$ cat config.mk
export PLATFORM = sky130hd
export DESIGN_NAME = utf8_to_utf16_transcoder_flat
export DESIGN_NICKNAME = d
export VERILOG_FILES = /design/src/sv/utt_pkg.sv /design/src/sv/utt_if.sv /design/src/sv/utt_front.sv /design/src/sv/utt_fifo.sv /design/src/sv/utt_back.sv /design/src/sv/utt_if_dummy_guard.sv /design/src/sv/utf8_to_utf16_transcoder.sv /design/src/flat_wrapper.sv
export SDC_FILE = /design/constraint.sdc
export NUM_CORES = 1
export LEC_CHECK = 0
export ABC_AREA = 1
export BUFFER_PORTS_ARGS = -buffer_cell sky130_fd_sc_hd__buf_2
export CAP_MARGIN = 0
export CORE_AREA = 2 2 189 191
export DETAILED_ROUTE_END_ITERATION = 8
export DIE_AREA = 0 0 191 193
export GPL_ROUTABILITY_DRIVEN = 0
export PLACE_DENSITY = 0.69
export SLEW_MARGIN = 5
export SYNTH_ARGS = -nofsm -noshare
export SYNTH_HDL_FRONTEND = slang
export SYNTH_SLANG_ARGS = --single-unit
$ cat constraint.sdc
create_clock -name clk_i -period 9.35 [get_ports clk_i]
set_input_delay 1.87 -clock clk_i [delete_from_list [all_inputs] [get_ports clk_i]]
set_output_delay 1.87 -clock clk_i [all_outputs]
set_load 0.02 [all_outputs]
$ cat src/sv/utt_pkg.sv
// shared types and constants of the utf-8 to utf-16 transcoder
package utt_pkg;

  localparam int unsigned MaxResults = 4;
  localparam int unsigned IdxW       = $clog2(MaxResults);
  localparam int unsigned CntW       = $clog2(MaxResults + 1);

  localparam logic [15:0] ReplChar    = 16'hFFFD;
  localparam logic [20:0] SuppBase    = 21'h010000;
  localparam logic [20:0] UnicodeMax  = 21'h10FFFF;
  localparam logic [5:0]  HiSurrTag   = 6'b110110;
  localparam logic [5:0]  LoSurrTag   = 6'b110111;
  localparam logic [9:0]  MaxUnitsRst = 10'd255;

  // one accepted byte's worth of results, handed from decoder to serializer
  typedef struct packed {
    logic [CntW-1:0]                   cnt;
    logic                              term;
    logic [9:0]                        count;
    logic [MaxResults-1:0][15:0]       units;
  } job_t;

endpackage

$ cat src/sv/utt_if.sv
// handshake channels for input bytes and output code units
interface utt_byte_if;
  logic       valid;
  logic       ready;
  logic [7:0] byte_in;

  modport source (output valid, output byte_in, input ready);
  modport sink   (input valid, input byte_in, output ready);
endinterface

interface utt_unit_if;
  logic        valid;
  logic        ready;
  logic [15:0] unit_out;
  logic        is_terminator;
  logic [9:0]  unit_count;
  logic        last_of_run;

  modport source (output valid, output unit_out, output is_terminator,
                  output unit_count, output last_of_run, input ready);
  modport sink   (input valid, input unit_out, input is_terminator,
                  input unit_count, input last_of_run, output ready);
endinterface

$ cat src/sv/utt_front.sv
// byte decoder: sequence state, capacity tracking and result bundling
module utt_front (
  input  logic           clk_i,
  input  logic           rst_ni,
  utt_byte_if.sink       byte_i,
  input  logic           cfg_we_i,
  input  logic [9:0]     cfg_wdata_i,
  output logic           job_valid_o,
  input  logic           job_ready_i,
  output utt_pkg::job_t  job_o
);
  import utt_pkg::*;

  logic [9:0]  max_q;
  logic [1:0]  pb_q, pb_d;
  logic [1:0]  nb_q, nb_d;
  logic [20:0] cp_q, cp_d;
  logic [9:0]  uw_q, uw_d;

  logic        is_cont, seq_open, room_pos;
  logic [10:0] diff;
  logic [9:0]  rm, uw1;
  logic [1:0]  held, n_ff;
  logic [20:0] cp_new, v;
  logic [1:0]  pb_inc;
  logic        seq_done;
  logic        tail_en;
  logic [15:0] tail_unit;
  logic [7:0]  b;
  logic        accept;

  assign b        = byte_i.byte_in;
  assign is_cont  = (b[7:6] == 2'b10);
  assign seq_open = (pb_q != 2'd0);
  assign diff     = {1'b0, max_q} - {1'b0, uw_q};
  assign room_pos = (max_q > uw_q);
  assign rm       = room_pos ? diff[9:0] : 10'd0;
  assign held     = (seq_open && !is_cont) ? pb_q : 2'd0;
  assign n_ff     = (rm >= {8'd0, held}) ? held : rm[1:0];
  assign uw1      = uw_q + {8'd0, n_ff};
  assign cp_new   = {cp_q[14:0], b[5:0]};
  assign v        = cp_new - SuppBase;
  assign pb_inc   = pb_q + 2'd1;
  assign seq_done = (pb_inc == 2'd0) || ((pb_inc - 2'd1) >= nb_q);

  always_comb begin
    pb_d      = pb_q;
    nb_d      = nb_q;
    cp_d      = cp_q;
    uw_d      = uw_q;
    tail_en   = 1'b0;
    tail_unit = ReplChar;
    job_o.cnt   = '0;
    job_o.term  = 1'b0;
    job_o.count = '0;
    for (int i = 0; i < MaxResults; i++) begin
      job_o.units[i] = ReplChar;
    end

    if (seq_open && is_cont) begin
      if (seq_done) begin
        pb_d = '0;
        nb_d = '0;
        cp_d = '0;
        if (cp_new < SuppBase) begin
          if (rm >= 10'd1) begin
            job_o.cnt      = CntW'(1);
            job_o.units[0] = cp_new[15:0];
            uw_d           = uw_q + 10'd1;
          end
        end else if (cp_new <= UnicodeMax && rm >= 10'd2) begin
          // surrogate pair
          job_o.cnt      = CntW'(2);
          job_o.units[0] = {HiSurrTag, v[19:10]};
          job_o.units[1] = {LoSurrTag, v[9:0]};
          uw_d           = uw_q + 10'd2;
        end
      end else begin
        pb_d = pb_inc;
        cp_d = cp_new;
      end
    end else begin
      // a broken sequence flushes its held bytes as replacement chars first
      pb_d = '0;
      nb_d = '0;
      cp_d = '0;
      uw_d = uw1;
      if (b == 8'd0) begin
        tail_en     = 1'b1;
        tail_unit   = 16'd0;
        job_o.term  = 1'b1;
        job_o.count = uw1;
        uw_d        = '0;
      end else if (uw1 >= max_q) begin
        tail_en = 1'b0;
      end else if (b[7] == 1'b0) begin
        tail_en   = 1'b1;
        tail_unit = {8'd0, b};
        uw_d      = uw1 + 10'd1;
      end else if (b[7:5] == 3'b110) begin
        pb_d = 2'd1;
        nb_d = 2'd1;
        cp_d = {16'd0, b[4:0]};
      end else if (b[7:4] == 4'b1110) begin
        pb_d = 2'd1;
        nb_d = 2'd2;
        cp_d = {17'd0, b[3:0]};
      end else if (b[7:3] == 5'b11110) begin
        pb_d = 2'd1;
        nb_d = 2'd3;
        cp_d = {18'd0, b[2:0]};
      end else begin
        tail_en = 1'b1;
        uw_d    = uw1 + 10'd1;
      end
      job_o.cnt = CntW'(n_ff) + CntW'(tail_en);
      for (int i = 0; i < MaxResults; i++) begin
        job_o.units[i] = (i < int'(n_ff)) ? ReplChar : tail_unit;
      end
    end
  end

  assign byte_i.ready = job_ready_i;
  assign accept       = byte_i.valid && job_ready_i;
  assign job_valid_o  = byte_i.valid && (job_o.cnt != '0);

  always_ff @(posedge clk_i or negedge rst_ni) begin
    if (!rst_ni) begin
      max_q <= MaxUnitsRst;
      pb_q  <= '0;
      nb_q  <= '0;
      cp_q  <= '0;
      uw_q  <= '0;
    end else begin
      if (cfg_we_i) begin
        max_q <= cfg_wdata_i;
      end
      if (accept) begin
        pb_q <= pb_d;
        nb_q <= nb_d;
        cp_q <= cp_d;
        uw_q <= uw_d;
      end
    end
  end

endmodule

$ cat src/sv/utt_fifo.sv
// short request queue between decoder and serializer
module utt_fifo #(
  parameter int unsigned Depth = 4
) (
  input  logic           clk_i,
  input  logic           rst_ni,
  input  logic           push_valid_i,
  output logic           push_ready_o,
  input  utt_pkg::job_t  push_data_i,
  output logic           pop_valid_o,
  input  logic           pop_ready_i,
  output utt_pkg::job_t  pop_data_o
);
  import utt_pkg::*;

  localparam int unsigned PtrW = (Depth > 1) ? $clog2(Depth) : 1;
  localparam int unsigned LvlW = $clog2(Depth + 1);

  job_t            mem_q [Depth];
  logic [PtrW-1:0] wr_q, rd_q;
  logic [LvlW-1:0] lvl_q;
  logic            do_push, do_pop;

  assign push_ready_o = (lvl_q != LvlW'(Depth));
  assign pop_valid_o  = (lvl_q != '0);
  assign pop_data_o   = mem_q[rd_q];
  assign do_push      = push_valid_i && push_ready_o;
  assign do_pop       = pop_valid_o && pop_ready_i;

  always_ff @(posedge clk_i) begin
    if (do_push) begin
      mem_q[wr_q] <= push_data_i;
    end
  end

  always_ff @(posedge clk_i or negedge rst_ni) begin
    if (!rst_ni) begin
      wr_q  <= '0;
      rd_q  <= '0;
      lvl_q <= '0;
    end else begin
      if (do_push) begin
        wr_q <= (wr_q == PtrW'(Depth - 1)) ? '0 : wr_q + PtrW'(1);
      end
      if (do_pop) begin
        rd_q <= (rd_q == PtrW'(Depth - 1)) ? '0 : rd_q + PtrW'(1);
      end
      if (do_push && !do_pop) begin
        lvl_q <= lvl_q + LvlW'(1);
      end else if (do_pop && !do_push) begin
        lvl_q <= lvl_q - LvlW'(1);
      end
    end
  end

endmodule

$ cat src/sv/utt_back.sv
// serializer: sends a request's units one per cycle on the output channel while it is ready
module utt_back (
  input  logic           clk_i,
  input  logic           rst_ni,
  input  logic           job_valid_i,
  output logic           job_ready_o,
  input  utt_pkg::job_t  job_i,
  utt_unit_if.source     unit_o
);
  import utt_pkg::*;

  job_t            cur_q;
  logic            cur_valid_q;
  logic [IdxW-1:0] idx_q;
  logic            is_last, term_now, out_fire;

  assign is_last  = (CntW'(idx_q) == (cur_q.cnt - CntW'(1)));
  assign term_now = cur_q.term && is_last;
  assign out_fire = cur_valid_q && unit_o.ready;

  assign unit_o.valid         = cur_valid_q;
  assign unit_o.unit_out      = term_now ? 16'd0 : cur_q.units[idx_q];
  assign unit_o.is_terminator = term_now;
  assign unit_o.unit_count    = term_now ? cur_q.count : 10'd0;
  assign unit_o.last_of_run   = is_last;

  assign job_ready_o = !cur_valid_q || (out_fire && is_last);

  always_ff @(posedge clk_i) begin
    if (job_valid_i && job_ready_o) begin
      cur_q <= job_i;
    end
  end

  always_ff @(posedge clk_i or negedge rst_ni) begin
    if (!rst_ni) begin
      cur_valid_q <= 1'b0;
      idx_q       <= '0;
    end else if (job_ready_o) begin
      cur_valid_q <= job_valid_i;
      idx_q       <= '0;
    end else if (out_fire) begin
      idx_q <= idx_q + IdxW'(1);
    end
  end

endmodule

$ cat src/sv/utt_if_dummy_guard.sv
// registered copy of the queue push strobe, watched by the top-level checks
module utt_if_dummy_guard (
  input  logic clk_i,
  input  logic rst_ni,
  input  logic a_i,
  output logic q_o
);
  logic q_q;
  always_ff @(posedge clk_i or negedge rst_ni) begin
    if (!rst_ni) begin
      q_q <= 1'b0;
    end else begin
      q_q <= a_i;
    end
  end
  assign q_o = q_q;
endmodule

$ cat src/sv/utf8_to_utf16_transcoder.sv
// Top level of the UTF-8 to UTF-16 transcoder. One byte is accepted per clock
// whenever the internal request queue has room; the decoder turns each byte into
// zero to four results (replacement chars for a broken sequence, a unit, a
// surrogate pair or the terminator with the unit count) in the same cycle. The
// serializer sends one unit per cycle while the receiver is ready, so sustained
// input runs at one byte per cycle as long as bytes average at most one result.
// The first result of a byte passes through the queue and then the serializer's
// request register before it is presented; the queue (QueueDepth requests)
// absorbs output stalls.
module utf8_to_utf16_transcoder #(
  parameter int unsigned QueueDepth = 4
) (
  input  logic        clk_i,
  input  logic        rst_ni,
  utt_byte_if.sink    byte_i,
  utt_unit_if.source  unit_o,
  input  logic        cfg_we_i,
  input  logic [9:0]  cfg_wdata_i
);
  import utt_pkg::*;

  logic dec_valid, dec_ready, q_valid, q_ready, accept_seen;
  job_t dec_job, q_job;

  utt_front u_front (
    .clk_i       (clk_i),
    .rst_ni      (rst_ni),
    .byte_i      (byte_i),
    .cfg_we_i    (cfg_we_i),
    .cfg_wdata_i (cfg_wdata_i),
    .job_valid_o (dec_valid),
    .job_ready_i (dec_ready),
    .job_o       (dec_job)
  );

  utt_fifo #(
    .Depth (QueueDepth)
  ) u_fifo (
    .clk_i        (clk_i),
    .rst_ni       (rst_ni),
    .push_valid_i (dec_valid),
    .push_ready_o (dec_ready),
    .push_data_i  (dec_job),
    .pop_valid_o  (q_valid),
    .pop_ready_i  (q_ready),
    .pop_data_o   (q_job)
  );

  utt_back u_back (
    .clk_i       (clk_i),
    .rst_ni      (rst_ni),
    .job_valid_i (q_valid),
    .job_ready_o (q_ready),
    .job_i       (q_job),
    .unit_o      (unit_o)
  );

  utt_if_dummy_guard u_seen (
    .clk_i  (clk_i),
    .rst_ni (rst_ni),
    .a_i    (dec_valid && dec_ready),
    .q_o    (accept_seen)
  );

`ifndef SYNTHESIS
  // terminator always closes the run of its byte
  assert property (@(posedge clk_i) disable iff (!rst_ni)
    unit_o.valid && unit_o.is_terminator |-> unit_o.last_of_run)
    else $error("terminator not last of run");

  // count and unit fields are exclusive between terminator and data results
  assert property (@(posedge clk_i) disable iff (!rst_ni)
    unit_o.valid && !unit_o.is_terminator |-> unit_o.unit_count == 10'd0)
    else $error("unit count on data result");

  assert property (@(posedge clk_i) disable iff (!rst_ni)
    unit_o.valid && unit_o.is_terminator |-> unit_o.unit_out == 16'd0)
    else $error("nonzero unit on terminator");

  // a request pushed last cycle must leave the queue non-empty or be in flight
  assert property (@(posedge clk_i) disable iff (!rst_ni)
    accept_seen |-> q_valid || unit_o.valid)
    else $error("request lost between decoder and serializer");
`endif

endmodule

$ cat src/flat_wrapper.sv
// flat-port wrapper written by rule: the top's interface ports become plain ports
module utf8_to_utf16_transcoder_flat import utt_pkg::*;
#(
  parameter int unsigned QueueDepth = 4
)
  (clk_i, rst_ni, cfg_we_i, cfg_wdata_i, byte_i_valid, byte_i_byte_in, byte_i_ready, unit_o_valid, unit_o_unit_out, unit_o_is_terminator, unit_o_unit_count, unit_o_last_of_run, unit_o_ready);
  utt_byte_if byte_i_i ();
  utt_unit_if unit_o_i ();
  input  logic clk_i;
  input  logic rst_ni;
  input  logic cfg_we_i;
  input  logic [9:0] cfg_wdata_i;
  input wire logic [$bits(byte_i_i.valid)-1:0] byte_i_valid;
  input wire logic [$bits(byte_i_i.byte_in)-1:0] byte_i_byte_in;
  output wire logic [$bits(byte_i_i.ready)-1:0] byte_i_ready;
  output wire logic [$bits(unit_o_i.valid)-1:0] unit_o_valid;
  output wire logic [$bits(unit_o_i.unit_out)-1:0] unit_o_unit_out;
  output wire logic [$bits(unit_o_i.is_terminator)-1:0] unit_o_is_terminator;
  output wire logic [$bits(unit_o_i.unit_count)-1:0] unit_o_unit_count;
  output wire logic [$bits(unit_o_i.last_of_run)-1:0] unit_o_last_of_run;
  input wire logic [$bits(unit_o_i.ready)-1:0] unit_o_ready;
  assign byte_i_i.valid = byte_i_valid;
  assign byte_i_i.byte_in = byte_i_byte_in;
  assign byte_i_ready = byte_i_i.ready;
  assign unit_o_valid = unit_o_i.valid;
  assign unit_o_unit_out = unit_o_i.unit_out;
  assign unit_o_is_terminator = unit_o_i.is_terminator;
  assign unit_o_unit_count = unit_o_i.unit_count;
  assign unit_o_last_of_run = unit_o_i.last_of_run;
  assign unit_o_i.ready = unit_o_ready;
  utf8_to_utf16_transcoder #(.QueueDepth(QueueDepth)) u_core (.clk_i(clk_i), .rst_ni(rst_ni), .byte_i(byte_i_i), .unit_o(unit_o_i), .cfg_we_i(cfg_we_i), .cfg_wdata_i(cfg_wdata_i));
endmodule
* Yosys cells after proc, flatten, opt, wreduce, memory -nomap -nowiden
Memories as Yosys holds them, arrays and structs flattened. A register that Yosys moved wholly into a read port is not among the register bits.
Index checks and enable logic that the tools add are counted.
** Storage, ports and cells
- Memory bits (writable) :: 312
- Bits in read-only memories :: 0
- Latch bits :: 0
- Bits in registers :: 49
- Output and inout port bits :: 30
- Logic and storage cells :: 152
- Memories kept :: 1
** Memories
- u_core.u_fifo.mem_q :: depth 4, bits a word 78, rd ports 1, clocked after Yosys merged registers in 1, wr ports 1, RTL line utt_fifo.sv:19 : job_t mem_q [Depth];
** Cells by class
- Multiply operators :: 0
- Bitwise logic cells :: 0
- Add/sub/neg operators :: 15
- Reductions and logical operators :: 27
- Mux-type cells :: 76
- Order comparisons :: 12
- Divide/modulo/power cells :: 0
- Equal/unequal tests :: 11
- Shift operators :: 0
** Operators with widths (number)
- 2-to-1 mux 16 bit :: 11
- 2-to-1 mux 10 bit :: 13
- 2-to-1 mux 32 bit :: 2
- 2-to-1 mux 43 bit :: 1
- 2-to-1 mux 2 bit :: 17
- binary-select mux 16 bit (select 2 bit) :: 1
- 2-to-1 mux 15 bit :: 2
- 2-to-1 mux 30 bit :: 1
- <= comparator 21 bit (second input constant) :: 1
- less-than comparator 21 x 17 -> 1 bit (second input constant) :: 1
- adder 10 x 1 -> 10 bit (second input constant) :: 2
- 2-to-1 mux 5 bit :: 4
- subtractor 20 x 17 -> 20 bit (second input constant) :: 1
- 2-to-1 mux 3 bit :: 6
- 2-to-1 mux 1 bit :: 16
- logical AND 1 bit :: 12
- 2-to-1 mux 11 bit :: 1
- adder 10 x 2 -> 10 bit :: 1
- adder 10 x 2 -> 10 bit (second input constant) :: 1
- greater-or-equal comparator 10 x 1 -> 1 bit (second input constant) :: 1
- greater-or-equal comparator 10 bit :: 1
- greater-or-equal comparator 10 x 2 -> 1 bit :: 1
- greater-or-equal comparator 10 x 2 -> 1 bit (second input constant) :: 1
- greater-than comparator 10 bit :: 1
- other kinds (28) :: 42

* Depth between registers and ports, before layout
- Word-level depth :: 20
- Depth in mapped cells :: 49

* Modules after synthesis
A second synthesis with hierarchy kept.
** Second synthesis, totals
- Cells, all modules :: 1961
- Area total of the unflattened synthesis :: 21236.6 µm²
** Modules (own cells, without submodules)
- utt_fifo :: times used 1, seq. area each 9544.2 µm², area an instance 13435.4 µm², cells an instance 969
- utt_front :: times used 1, seq. area each 985.9 µm², area an instance 4501.8 µm², cells an instance 720
- utt_back :: times used 1, seq. area each 2417.3 µm², area an instance 3299.4 µm², cells an instance 272

* Worst setup path before layout
Ideal clock, no wire load.
- Kind :: input to register
- From :: in byte_i_byte_in[6]
- To :: mem u_core.u_fifo.mem_q[0][0] in the netlist's numbering (enable)
- Path slack :: 527 ps
- Cell stages on the path :: 33
- Setup time :: 474 ps
- Required time :: 8876 ps
- Data arrival time :: 8349 ps
- Cells stage by stage :: inv_1 nand2_1 nand2_1 nor2_1 inv_1 ha_1 a21oi_1 nand4_2 nand2_1 o21ai_2 ha_1 fa_1 inv_1 nor2_2 nand2_1 xor2_1 inv_1 ha_1 nand2_1 nor2_1 o211ai_1 nand4_1 nor2_1 inv_1 nand2_1 ha_1 ha_1 nand2_1 inv_1 nor2_1 nand2_1 nand2_2 nor2_1
** RTL lines
- start, declared :: RTL line flat_wrapper.sv:14 : input wire logic [$bits(byte_i_i.byte_in)-1:0] byte_i_byte_in;
- end, declared :: RTL line utt_fifo.sv:19

* Final worst setup path
- From :: in byte_i_byte_in[7]
- To :: reg u_core.u_fifo.lvl_q[1]
** Between the ends
- Word-level cells in the longest chain between the ends :: 19
- Elaborated cells on any way between the ends :: 30
- Classes of those cells :: add/sub: 2; order compare: 2; eq/ne: 4; mux: 11; reduce/logical: 11
** Ends and longest elaborated chain
- equality test 2 bit :: RTL line utt_front.sv:33 : assign is_cont = (b[7:6] == 2'b10);
- zero test 1 bit :: RTL line utt_front.sv:38 : assign held = (seq_open && !is_cont) ? pb_q : 2'd0;
- logical AND 1 bit :: RTL line utt_front.sv:38
- 2-to-1 mux 2 bit :: RTL line utt_front.sv:38
- greater-or-equal comparator 10 x 2 -> 1 bit :: RTL line utt_front.sv:39 : assign n_ff = (rm >= {8'd0, held}) ? held : rm[1:0];
- 2-to-1 mux 2 bit :: RTL line utt_front.sv:39
- adder 10 x 2 -> 10 bit :: RTL line utt_front.sv:40 : assign uw1 = uw_q + {8'd0, n_ff};
- greater-or-equal comparator 10 bit :: RTL line utt_front.sv:94 : end else if (uw1 >= max_q) begin
- [... 4 more ...]
- 2-to-1 mux 3 bit (*) :: RTL line utt_front.sv:60 : if (seq_open && is_cont) begin
- nonzero test 3 bit (*) :: RTL line utt_front.sv:125 : assign job_valid_o = byte_i.valid && (job_o.cnt != '0);
- logical AND 1 bit (*) :: RTL line utt_front.sv:125
- logical AND 1 bit (*)
- net u_core.u_fifo.do_push :: RTL line utt_fifo.sv:22 : logic do_push, do_pop;
- zero test 1 bit :: RTL line utt_fifo.sv:50 : end else if (do_pop && !do_push) begin
- logical AND 1 bit :: RTL line utt_fifo.sv:50
- nonzero test 2 bit (no source line)
- end signal, assigned :: RTL line utt_fifo.sv:49 : lvl_q <= lvl_q + LvlW'(1);
- end signal, assigned :: RTL line utt_fifo.sv:51 : lvl_q <= lvl_q - LvlW'(1);
- end, declared :: RTL line utt_fifo.sv:21 : logic [LvlW-1:0] lvl_q;
The timed path passes the listed nets; every way through them passes the cells marked *. The select of a mux whose other input is x is not followed.
A chain may end at the register's enable or synchronous reset.

==> impl_metrics.py <==
metrics = {
    "layout": {
        "drive_gt1_frac": 0.102,
        "layout.cells.non_filler": 2015,
        "area_growth_pct": 11.9,
        "final_cell_mix": "290 x edfxtp_1, 234 x nor2_1, 217 x nand2_1",
        "final_common_cell": "edfxtp_1",
        "fin_nets": 1596,
        "antennaDiodeCount": 0,
    },
    "floorplanning": {
        "fp.dieArea_um2": 36900,
        "core_um2": 35000,
        "boundaryPins": 53,
        "start_util": 0.444,
        "die_w_um": 191,
        "rows": 69,
        "die_y_um": 193,
    },
    "synthesis": {
        "avgSynthCellArea_um2": 10.5,
        "synth.area.top_cells": "edfxtp_1 56%, dfrtp_1 6.6%, o21ai_0 6.1%, nor2_1 5.8%, nand2_1 5.2%",
        "async_flop_share": 0.145,
        "ys.flop_type": "edfxtp_1",
        "ys_seq_area_frac": 0.641,
        "synth_top_area_frac": 0.561,
        "syn_inst": 1479,
        "synth_top_area_cell": "edfxtp_1",
        "yosysWarnings": 0,
        "synth_edf_count": 290,
        "syn_area_um2": 15500,
        "synth_nets": 1547,
        "ys_types": 49,
        "ys_ff_latch": 339,
    },
    "setup_path": {
        "cp.arrival_ns": 8.36,
        "crit_buf_inv": 6,
        "path_class": "in -> reg",
        "worst_setup_path_end_kind": "register",
        "crit_family": "simple AND/OR/NAND/NOR gates",
        "cp_slowest_cell": "nor2_1",
        "cp-start-kind": "input port",
        "crit_top_cell": "nand2_1",
        "max_stage_delay_ns": 0.43,
        "crit_required_ns": 9.74,
        "crit_fanout": 7,
        "crit_cells": 35,
        "reg2reg_depth": 42,
    },
    "global_routing": {
        "grt_max_degree": 118,
        "grt_pass1_wl_um": 56900,
        "grt_usage": 0.198,
        "antenna_found_initial": 0,
        "grt_pass1_vias": 10600,
        "gr-total-overflow": 0,
    },
    "outcome": {
        "status": "complete, no violations",
    },
    "place": {
        "port_buffers": 52,
        "hpwl_um": 23300,
        "pre_cts_slack_ns": 0.992,
        "dp.cells": 1951,
    },
    "sta": {
        "tightest_slew_ns": 1.16,
        "rsz0062_at_grt": "no",
        "fin_setup_tns_ns": 0,
        "fmax_ghz": 0.125,
        "finalCritPeriodShare": 0.853,
        "hold_violations": 0,
        "slew_headroom": 0.225,
        "finalWorstSetupSlack_ns": 1.38,
        "final-max-slew-violation-count": 0,
        "setup_viol": 0,
        "min_period_ns": 7.97,
        "fin_skew_ns": 0.0158,
        "hold_slack_ns": 0.505,
    },
    "power_and_ir_drop": {
        "p_sw_frac": 0.369,
        "netSwitchingPower_uw": 1960,
        "power_frac_seq": 0.419,
        "p_leak_uw": 0.00680,
        "ir_drop_mv": 0.143,
        "internal_power_uw": 3350,
        "clkPwrFrac": 0.246,
        "p_per_area_nw_per_um2": 306,
        "power_frac_comb": 0.335,
    },
    "detailed_routing": {
        "ant_nets": 0,
        "drt_iter0_markers": 948,
        "firstDrtPassIters": 6,
        "vias": 11000,
        "post_drt_wl_per_cell_um": 17.8,
        "drcViolationCount": 0,
        "drt-total-wl_um": 35900,
        "viasPerCell": 5.47,
    },
    "cts": {
        "clockRootBuffer": "clkbuf_16",
        "ctsResizeCount": 0,
        "tritoncts": "done",
        "clock_sink_count": 339,
        "postCtsHoldBufs": 0,
        "clk_latency_ns": 0.52,
        "clockBufferDepth": 3,
        "clk_pin_slew_ns": 0.05,
        "cts_setup_buffers": 0,
        "cts-buffers-inserted": 36,
        "h-tree-depth": 2,
    },
    "min_path": {
        "min_path_cells": 1,
        "min_path_type": "reg -> reg",
    },
    "flow_run": {
        "cap_violations": 0,
    },
}
layer usage:
layer | global-route usage | part of all wire | vias up | wire length [um]
met3 | 0.0331 | 0.069 | 72 | 2470
li1 | - | - | 5214 | -
met2 | 0.338 | 0.48 | 415 | 17400
met5 | 0 | 0 | - | 0
met4 | 0.0629 | 0.024 | 0 | 856
met1 | 0.261 | 0.42 | 5318 | 15200
power by group through the flow:
stage	registers (uW)	logic (uW)	clock network [uW]
floorplan	2210	1270	0
global placement	2250	1740	0
detailed placement	2250	1790	0
CTS	2230	1790	1330
global route	2260	2010	1390
finish	2220	1780	1310
synth_stat cells (2+ instances only):
| library cell | instances |
|---|---|
| edfxtp_1 | 290 |
| nor2_1 | 239 |
| nand2_1 | 217 |
| o21ai_0 | 188 |
| inv_1 | 147 |
| o22ai_1 | 64 |
| clkbuf_1 | 53 |
| nand3_1 | 46 |
| ha_1 | 42 |
| dfrtp_1 | 41 |
| a21oi_1 | 38 |
| nand4_1 | 14 |
| xor2_1 | 13 |
| dfstp_2 | 8 |
| o32ai_1 | 7 |
| inv_2 | 6 |
| nand2_2 | 5 |
| nor3_1 | 5 |
| xnor2_1 | 5 |
| nand3b_1 | 4 |
| nor2_2 | 4 |
| o31ai_1 | 4 |
| fa_1 | 3 |
| o211ai_1 | 3 |
| o21a_1 | 3 |
| o21ai_1 | 3 |
| o21ai_2 | 3 |
| nand2_4 | 2 |
| nand4_2 | 2 |
final cells by class:
type / count / area [um^2]
inverters: 154 / 578
flip-flops and latches: 339 / 9950
well taps: 461 / 577
multi-input cells: 928 / 4800
fillers: 3097 / 17600
clock buffers: 42 / 945
clock inverters: 22 / 131
repair buffers: 69 / 388
cells by family after synthesis:
| group | Yosys count | synth area share |
|---|---|---|
| AO/OA/AOI/OAI | 321 | 0.115 |
| XOR/XNOR | 18 | 0.0102 |
| AND/OR/NAND/NOR | 543 | 0.144 |
| adder cells (fa/ha/maj) | 45 | 0.0377 |
| buffers and inverters | 212 | 0.0522 |
| flip-flops | 339 | 0.641 |
| multiplexers | 1 | 0.000726 |
metrics by stage:
step	cell area, um^2	utilization	total power [uW]
after floorplan	15500	-	3480
after detailed placement	16300	0.466	4040
after CTS	17400	0.497	5350
after global routing	17400	0.497	5660
after global placement	16300	0.466	3990
final	17400	0.497	5310
registers in the layout (all words and copies together) (netlist names):
register,count
u_core.u_back.idx_q,2
u_core.u_back.unit_o.valid,1
u_core.u_fifo.wr_q,2
u_core.u_back.cur_q,58
u_core.u_front.nb_q,2
u_core.u_front.uw_q,10
u_core.u_front.max_q,10
u_core.u_fifo.mem_q,232
u_core.u_fifo.lvl_q,3
u_core.u_front.cp_q,15
u_core.u_fifo.rd_q,2
u_core.u_front.pb_q,2
path summary, 6_finish.rpt:
kind / startpoint / end / slack [ns]
hold / removal: u_core.u_fifo.lvl_q[2]$_DFFE_PN0P_ / u_core.u_fifo.lvl_q[2]$_DFFE_PN0P_ / 0.50
setup / recovery: byte_i_byte_in[7] / u_core.u_fifo.lvl_q[1]$_DFFE_PN0P_ / 1.38
setup reg to reg: u_core.u_front.uw_q[4]$_DFFE_PN0P_ / u_core.u_fifo.lvl_q[1]$_DFFE_PN0P_ / 1.43
min in group asynchronous: rst_ni / u_core.u_back.idx_q[0]$_DFFE_PN0P_ / 1.50
hold reg to reg: u_core.u_fifo.lvl_q[2]$_DFFE_PN0P_ / u_core.u_fifo.lvl_q[2]$_DFFE_PN0P_ / 0.50
max in group asynchronous: rst_ni / u_core.u_fifo.rd_q[0]$_DFFE_PN0P_ / 7.30
Note: power is estimated with default switching activity, not from simulation.
